[config.mk]
export PLATFORM = sky130hd
export DESIGN_NAME = indexed_ordered_list_unit
export DESIGN_NICKNAME = d
export VERILOG_FILES = /design/src/rtl/core/iol_pkg.sv /design/src/rtl/core/iol_mem.sv /design/src/rtl/core/indexed_ordered_list_unit.sv
export SDC_FILE = /design/constraint.sdc
export NUM_CORES = 2
export LEC_CHECK = 0
export CAP_MARGIN = 20
export CORE_UTILIZATION = 51
export CTS_BUF_LIST = sky130_fd_sc_hd__clkbuf_4
export DETAILED_ROUTE_END_ITERATION = 8
export DONT_BUFFER_PORTS = 1
export PLACE_DENSITY = 0.64
export SETUP_SLACK_MARGIN = 0.1
export SKIP_LAST_GASP = 1
export SLEW_MARGIN = 10
export SYNTH_ARGS = -nofsm -noshare
export SYNTH_HDL_FRONTEND = slang
export SYNTH_HIERARCHICAL = 1
export SYNTH_SLANG_ARGS = --single-unit
[constraint.sdc]
create_clock -name i_clk -period 7 [get_ports i_clk]
set_input_delay 0 -clock i_clk [delete_from_list [all_inputs] [get_ports i_clk]]
set_output_delay 0 -clock i_clk [all_outputs]
set_load 0.02 [all_outputs]
[src/rtl/core/iol_pkg.sv]
// Package for the indexed ordered list unit: operation and status codes,
// field widths and the sequencer state type. No dependencies.
package iol_pkg;

    localparam int FUNC_W   = 3;
    localparam int POS_W    = 16;
    localparam int VAL_W    = 32;
    localparam int STATUS_W = 2;
    localparam int LEN_W    = 7;

    localparam logic [FUNC_W-1:0] FN_READ       = 3'd0;
    localparam logic [FUNC_W-1:0] FN_INS_FRONT  = 3'd1;
    localparam logic [FUNC_W-1:0] FN_INS_BACK   = 3'd2;
    localparam logic [FUNC_W-1:0] FN_INS_AT     = 3'd3;
    localparam logic [FUNC_W-1:0] FN_DELETE     = 3'd4;

    localparam logic [STATUS_W-1:0] ST_DONE  = 2'd0;
    localparam logic [STATUS_W-1:0] ST_RANGE = 2'd1;
    localparam logic [STATUS_W-1:0] ST_FULL  = 2'd2;

    localparam logic [VAL_W-1:0] NO_VALUE = '1;

    typedef enum logic [1:0] {
        S_IDLE,
        S_SHIFT,
        S_LAST,
        S_DONE
    } t_state;

endpackage

[src/rtl/core/iol_mem.sv]
// Value store for the indexed ordered list: one write port, one read port
// with registered read data. Uses iol_pkg for the value width.
module iol_mem
    import iol_pkg::*;
#(
    parameter int DEPTH = 64,
    parameter int AW    = 6
) (
    input  logic             i_clk,
    input  logic             i_we,
    input  logic [AW-1:0]    i_wa,
    input  logic [VAL_W-1:0] i_wd,
    input  logic             i_re,
    input  logic [AW-1:0]    i_ra,
    output logic [VAL_W-1:0] o_rd
);

    logic [VAL_W-1:0] r_mem [DEPTH];
    logic [VAL_W-1:0] r_rd;

    always_ff @(posedge i_clk) begin
        if (i_we) begin
            r_mem[i_wa] <= i_wd;
        end
    end

    always_ff @(posedge i_clk) begin
        if (i_re) begin
            r_rd <= r_mem[i_ra];
        end
    end

    assign o_rd = r_rd;

endmodule

[src/rtl/core/indexed_ordered_list_unit.sv]
// Indexed ordered list unit: read, insert and delete by position over a
// value store that shifts one element per cycle. Uses iol_pkg and iol_mem.
// An insert moves n = length - position elements and a delete moves
// n = length - position - 1; refused or out-of-range items move none. An
// output stall holds the unit; it takes no new item until the last result is
// registered for output. Reset empties the list and drops results.
module indexed_ordered_list_unit
    import iol_pkg::*;
#(
    parameter int CAPACITY = 64
) (
    input  logic                       i_clk,
    input  logic                       i_rst_n,
    input  logic                       i_in_valid,
    output logic                       o_in_stall,
    input  logic        [FUNC_W-1:0]   i_func,
    input  logic        [POS_W-1:0]    i_position,
    input  logic signed [VAL_W-1:0]    i_item_value,
    output logic                       o_out_valid,
    input  logic                       i_out_stall,
    output logic signed [VAL_W-1:0]    o_read_value,
    output logic        [STATUS_W-1:0] o_status,
    output logic        [LEN_W-1:0]    o_length
);

    localparam int AW   = (CAPACITY > 1) ? $clog2(CAPACITY) : 1;
    localparam int CW   = $clog2(CAPACITY + 1);
    localparam int CMPW = CW + POS_W;

    t_state r_state, n_state;

    logic [CW-1:0]       r_len, n_len;
    logic [CW-1:0]       r_cnt, n_cnt;
    logic [CW-1:0]       r_rd, n_rd;
    logic [AW-1:0]       r_wa, n_wa;
    logic                r_wv, n_wv;
    logic [AW-1:0]       r_pos, n_pos;
    logic [VAL_W-1:0]    r_val, n_val;
    logic [FUNC_W-1:0]   r_func, n_func;
    logic [STATUS_W-1:0] r_status, n_status;
    logic [VAL_W-1:0]    r_res, n_res;

    logic                r_out_valid, n_out_valid;
    logic [VAL_W-1:0]    r_o_val, n_o_val;
    logic [STATUS_W-1:0] r_o_st, n_o_st;
    logic [LEN_W-1:0]    r_o_len, n_o_len;

    logic             mem_we, mem_re;
    logic [AW-1:0]    mem_wa, mem_ra;
    logic [VAL_W-1:0] mem_wd, mem_rd;

    logic                in_acc;
    logic                out_free;
    logic                is_insert;
    logic                is_read_op;
    logic                is_in_ins;
    logic [CMPW-1:0]     pos_ext, len_ext, pe;
    logic                ins_range, del_range, is_full;
    logic [CW+LEN_W-1:0] len_wide;

    assign in_acc   = i_in_valid && (r_state == S_IDLE);
    assign out_free = !r_out_valid || !i_out_stall;

    assign is_insert  = (r_func == FN_INS_FRONT) || (r_func == FN_INS_BACK)
                        || (r_func == FN_INS_AT);
    assign is_read_op = (r_func == FN_READ);
    assign is_in_ins  = i_func inside {FN_INS_FRONT, FN_INS_BACK, FN_INS_AT};

    // Effective position of the incoming item.
    assign pos_ext = {{CW{1'b0}}, i_position};
    assign len_ext = {{POS_W{1'b0}}, r_len};
    always_comb begin
        case (i_func)
            FN_INS_FRONT: pe = '0;
            FN_INS_BACK:  pe = len_ext;
            default:      pe = pos_ext;
        endcase
    end

    assign ins_range = pe > len_ext;
    assign del_range = pe >= len_ext;
    assign is_full   = r_len == CW'(CAPACITY);

    // Next state.
    always_comb begin
        n_state = r_state;
        case (r_state)
            S_IDLE: begin
                if (in_acc) begin
                    if (is_in_ins) begin
                        n_state = (ins_range || is_full) ? S_DONE : S_SHIFT;
                    end else if ((i_func == FN_READ) || (i_func == FN_DELETE)) begin
                        n_state = del_range ? S_DONE : S_SHIFT;
                    end else begin
                        n_state = S_DONE;
                    end
                end
            end
            S_SHIFT: begin
                if ((r_cnt == '0) && !r_wv) begin
                    n_state = S_LAST;
                end
            end
            S_LAST: n_state = S_DONE;
            S_DONE: begin
                if (out_free) begin
                    n_state = S_IDLE;
                end
            end
            default: n_state = S_IDLE;
        endcase
    end

    // Datapath, memory port and result register.
    always_comb begin
        n_len       = r_len;
        n_cnt       = r_cnt;
        n_rd        = r_rd;
        n_wa        = r_wa;
        n_wv        = 1'b0;
        n_pos       = r_pos;
        n_val       = r_val;
        n_func      = r_func;
        n_status    = r_status;
        n_res       = r_res;
        n_out_valid = r_out_valid;
        n_o_val     = r_o_val;
        n_o_st      = r_o_st;
        n_o_len     = r_o_len;
        mem_we      = 1'b0;
        mem_wa      = r_wa;
        mem_wd      = mem_rd;
        mem_re      = 1'b0;
        mem_ra      = r_rd[AW-1:0];

        if (r_out_valid && !i_out_stall) begin
            n_out_valid = 1'b0;
        end

        case (r_state)
            S_IDLE: begin
                if (in_acc) begin
                    n_func   = i_func;
                    n_val    = i_item_value;
                    n_pos    = pe[AW-1:0];
                    n_res    = NO_VALUE;
                    n_status = ST_DONE;
                    n_cnt    = '0;
                    n_rd     = '0;
                    if (is_in_ins) begin
                        if (ins_range) begin
                            n_status = ST_RANGE;
                        end else if (is_full) begin
                            n_status = ST_FULL;
                        end else begin
                            n_cnt = r_len - pe[CW-1:0];
                            n_rd  = r_len - CW'(1);
                        end
                    end else if (i_func == FN_READ) begin
                        if (del_range) begin
                            n_status = ST_RANGE;
                        end else begin
                            n_cnt = CW'(1);
                            n_rd  = pe[CW-1:0];
                        end
                    end else if (i_func == FN_DELETE) begin
                        if (del_range) begin
                            n_status = ST_RANGE;
                        end else begin
                            n_cnt = r_len - pe[CW-1:0] - CW'(1);
                            n_rd  = pe[CW-1:0] + CW'(1);
                        end
                    end else begin
                        n_status = ST_RANGE;
                    end
                end
            end
            S_SHIFT: begin
                // Land the element read last cycle one slot over.
                if (r_wv) begin
                    mem_we = 1'b1;
                    mem_wa = r_wa;
                    mem_wd = mem_rd;
                end
                if (r_cnt != '0) begin
                    mem_re = 1'b1;
                    n_cnt  = r_cnt - CW'(1);
                    n_wv   = !is_read_op;
                    if (is_insert) begin
                        n_rd = r_rd - CW'(1);
                        n_wa = r_rd[AW-1:0] + AW'(1);
                    end else begin
                        n_rd = r_rd + CW'(1);
                        n_wa = r_rd[AW-1:0] - AW'(1);
                    end
                end
            end
            S_LAST: begin
                if (is_insert) begin
                    mem_we = 1'b1;
                    mem_wa = r_pos;
                    mem_wd = r_val;
                    n_len  = r_len + CW'(1);
                end else if (is_read_op) begin
                    n_res = mem_rd;
                end else begin
                    n_len = r_len - CW'(1);
                end
            end
            S_DONE: begin
                if (out_free) begin
                    n_out_valid = 1'b1;
                    n_o_val     = r_res;
                    n_o_st      = r_status;
                    n_o_len     = len_wide[LEN_W-1:0];
                end
            end
            default: ;
        endcase
    end

    assign len_wide = {{LEN_W{1'b0}}, r_len};

    always_ff @(posedge i_clk) begin
        if (!i_rst_n) begin
            r_state     <= S_IDLE;
            r_len       <= '0;
            r_cnt       <= '0;
            r_wv        <= 1'b0;
            r_out_valid <= 1'b0;
        end else begin
            r_state     <= n_state;
            r_len       <= n_len;
            r_cnt       <= n_cnt;
            r_wv        <= n_wv;
            r_out_valid <= n_out_valid;
        end
    end

    always_ff @(posedge i_clk) begin
        r_rd     <= n_rd;
        r_wa     <= n_wa;
        r_pos    <= n_pos;
        r_val    <= n_val;
        r_func   <= n_func;
        r_status <= n_status;
        r_res    <= n_res;
        r_o_val  <= n_o_val;
        r_o_st   <= n_o_st;
        r_o_len  <= n_o_len;
    end

    iol_mem #(
        .DEPTH (CAPACITY),
        .AW    (AW)
    ) u_mem (
        .i_clk (i_clk),
        .i_we  (mem_we),
        .i_wa  (mem_wa),
        .i_wd  (mem_wd),
        .i_re  (mem_re),
        .i_ra  (mem_ra),
        .o_rd  (mem_rd)
    );

    assign o_in_stall   = (r_state != S_IDLE);
    assign o_out_valid  = r_out_valid;
    assign o_read_value = r_o_val;
    assign o_status     = r_o_st;
    assign o_length     = r_o_len;

endmodule

==> flow_metrics.tcl <==
set metrics [dict create \
    outcome "complete, no violations" \
    place_congestion 0.9065 \
    cts_tree "done" \
    seq_power_share_pct 42.4 \
    final-max-slew-violation-count 0 \
    grtUsageTotal_pct 26.15 \
    met3_usage_pct 6.409 \
    cts-root-buf "clkbuf_4" \
    crit_path_end "r_cnt[2]" \
    slew_headroom_pct 22.56 \
    post_drt_wl_per_cell_um 30.98 \
    gr-usage-met1_pct 37.29 \
    power_density_mw_per_mm2 421.4 \
    use_met2_pct 39.67 \
    numCtsBuffers 582 \
    final_cells 7109 \
    r2r_end "r_cnt[2]" \
    core_mm2 0.1672 \
    synth_nets 3974 \
    criticalPathCategory "input pin to flip-flop" \
    skew_ps 101.6 \
    startpoint_type "input pin" \
    antenna_found_initial 7 \
    syn_area_mm2 0.08597 \
    fin_util_pct 58.68 \
    path_cells "dlygate4sd3_1 -> dlygate4sd3_1 -> or2_2 -> nand2b_1 -> a22o_1 -> ha_1 -> or4_1 -> o21ai_0 -> a31oi_1 -> nor4_4 -> dlygate4sd3_1 -> nand3b_1 -> a21oi_1 -> dlygate4sd3_1 -> o21ai_0 -> dlygate4sd3_1 -> a21oi_1 -> dlygate4sd3_1" \
    setup_viol 0 \
    swShare_pct 33.96 \
    post-route-min-period_ps 5696 \
    post_cts_buffers 0 \
    multi_input_area_mm2 0.01878 \
    holdBufCountCts 157 \
    tightest_slew_ps 1159 \
    p_int_mw 27.31 \
    area_delta_synth_final_pct 14.13 \
    rrSetupSlack_ps 1470 \
    start_util_pct 51.41 \
    yosysWarningCount 6 \
    clock_sinks 2226 \
    syn_inst 3887 \
    num_rows 150 \
    grt_pass1_wl_um 313100 \
    overflow 0 \
    crit_path_frequent_cell "dlygate4sd3_1" \
    p_switching_mw 14.04 \
    drtPass1Iterations 5 \
    ys_dominant_reg_cell "edfxtp_1" \
    cp_slowest_stage_delay_ps 820 \
    r2r-start "r_len[4]" \
    cts_buffer_depth 4 \
    die_x_um 412.6 \
    hold_viol 0 \
    worstSetupStartpoint "i_func[1]" \
    fin_crit_sh_pct 81.37 \
    power.leakage_nw 31.21 \
    ant_nets 0 \
    max_freq_mhz 175.6 \
    syn_avg_cell_area_um2 22.12 \
    die_area_mm2 0.1702 \
    drive_gt1_share_pct 33.70 \
    io_buffers 0 \
    worstPathRequired_ps 8280 \
    synth-seq-cells 2226 \
    grt_max_degree 94 \
    cp_slowest_cell "dlygate4sd3_1" \
    cp.arrival_ps 6980 \
    drc 0 \
    async_reset_ff_share_pct 0 \
    grt_pass1_vias 44290 \
    io_pins 98 \
    crit_family "buffers and inverters" \
    seq_area_frac_synth_pct 77.54 \
    cts-resized-gates 0 \
    dp_hpwl_um 128800 \
    num-fill-cells 12138 \
    route.vias.total 43906 \
    synth-edff-count 2208 \
    routed_wl_um 220300 \
    crit_cells 18 \
    p_clk_share_pct 25.7 \
    nets 4645 \
    worst-path-buf-inv 6 \
    via_per_inst 6.176 \
    synth.distinct_cells 67 \
    cp_max_fo 16 \
    crit_path_end_kind "flip-flop" \
    ctsHtreeMaxLevel 6 \
    ff_latch_area_mm2 0.06666 \
    peakVddDrop_v 0.0003277 \
    clk_pin_slew_ps 70 \
    p_comb_share_pct 32.0 \
    die_h_um 412.6 \
    fin_tns_setup_ps 0 \
    drt_iter0_drc 5001 \
    cap_violations 0 \
    top_usage_layer "met2" \
    worst-r2r-cell-count 15 \
    rsz0062_at_grt "false" \
    hp-class "input pin to flip-flop" \
    place_inst 6013 \
    clock_latency_ps 1370 \
]
how the worst min path moves through the flow:
stage	from	endpoint	slack, ps	depth (start not counted)
after floorplan	i_func[0]	r_func[0]	100	0
after global placement	i_item_value[26]	r_val[26]	100	0
after detailed placement	i_item_value[12]	r_val[12]	100	0
after CTS	i_position[4]	r_rd[5]	20	7
after global routing	i_func[0]	r_func[0]	180	2
final	i_position[4]	r_rd[5]	220	7
power groups by stage:
stage	clock, mW	combinational [mW]	sequential (mW)
floorplan	0	7.99	17.6
global route	11.5	13.9	17.5
finish	10.6	13.2	17.5
global placement	0	12.9	17.8
CTS	10.9	13.3	17.5
detailed placement	0	13.1	17.8
cells in the mapped netlist (18+ instances only):
| master | instances | area [um^2] |
|---|---|---|
| xnor2_1 | 19 | 166.4 |
| o221ai_1 | 29 | 254.0 |
| nand2b_1 | 47 | 294.0 |
| a21oi_1 | 88 | 440.4 |
| buf_2 | 56 | 280.3 |
| mux2i_1 | 96 | 960.9 |
| nor2_1 | 164 | 615.6 |
| inv_1 | 30 | 112.6 |
| buf_4 | 26 | 195.2 |
| mux2_2 | 38 | 427.9 |
| dfxtp_1 | 18 | 360.4 |
| o22ai_1 | 89 | 556.8 |
| mux4_2 | 544 | 12250 |
| nand3_1 | 18 | 90.09 |
| buf_1 | 18 | 67.56 |
| nor2b_1 | 18 | 112.6 |
| o21ai_0 | 18 | 90.09 |
| edfxtp_1 | 2208 | 66300 |
| ha_1 | 30 | 375.4 |
| clkbuf_1 | 96 | 360.4 |
| nor3_1 | 21 | 105.1 |
| nand2_1 | 54 | 202.7 |
metal layers:
layer  vias up  routed length, um  share of wire, %
met5         -                  0                 0
met4         0               5904               2.7
met3       321              21160               9.6
met2      2416             104100                47
met1     23076              89130                40
li1      18093                  -                 -
metrics by stage:
step | hold slack (ps) | power [mW] | cell area, um^2 | worst slack (ps)
after floorplan | 98.87 | 25.55 | 85970 | 1763
after global placement | 98.92 | 30.70 | 89300 | 2151
after detailed placement | 98.91 | 30.87 | 89620 | 2023
after CTS | 17.17 | 41.65 | 97950 | 1586
after global routing | 179.0 | 42.93 | 98120 | 1123
final | 215.3 | 41.35 | 98120 | 1304
state kept, by name (all words and copies together) (netlist names), 3 cells and up:
name and flops:
o_length 7, o_read_value 32, r_cnt 7, r_func 3, r_len 7, r_pos 6, r_rd 6, r_res 32
r_val 32, r_wa 6, u_mem/o_rd 32, u_mem/r_mem 2048
cell families (layout without fill, tap and decap cells):
group           Yosys count  after routing  synth area share, %
mux                     678            678                15.87
compound gates          319            319                2.497
xor+xnor                 25             25               0.2547
other cells               0              3                    0
flops                  2226           2226                77.54
buf+inv                 232           1247                1.260
fa+ha+maj                32             32               0.4832
simple gates            375            375                2.097
worst reg2reg max path, stage by stage, from the launching register on:
cell and delay, ps:
dfxtp_1 420, a22o_1 250, a22o_1 320, ha_1 420
or4_1 540, o21ai_0 140, a31oi_1 140, nor4_4 300
dlygate4sd3_1 750, nand3b_1 120, a21oi_1 160, dlygate4sd3_1 550
o21ai_0 80, dlygate4sd3_1 590, a21oi_1 150, dlygate4sd3_1 560
cell usage in the layout (no fill, tap or decap), types with 14 or more instances in the layout:
cell type	count
a22o_1	17
inv_1	29
nor3_1	19
mux2i_1	96
dlygate4sd3_1	157
o221ai_1	29
dfxtp_1	18
mux2_2	25
inv_2	16
o22ai_1	89
buf_12	28
edfxtp_1	2208
a22oi_1	14
ha_1	29
nor2_1	102
nor2_4	62
nand3_1	18
clkbuf_4	821
mux4_2	544
a21oi_1	87
nand2b_1	46
xnor2_1	19
clkinv_1	77
nand2_1	53
buf_4	96
o21ai_0	18
nor2b_1	18
cell type report:
type	instances	area share, %
sequential	2226	67.94
multi-input combinational	1429	19.14
clock buffer	820	6.274
timing repair buffer	289	3.099
tap	2204	2.811
clock inverter	108	0.6121
inverter	30	0.1148
antenna	3	0.007651
No activity file was read; power rests on OpenSTA's default activity.
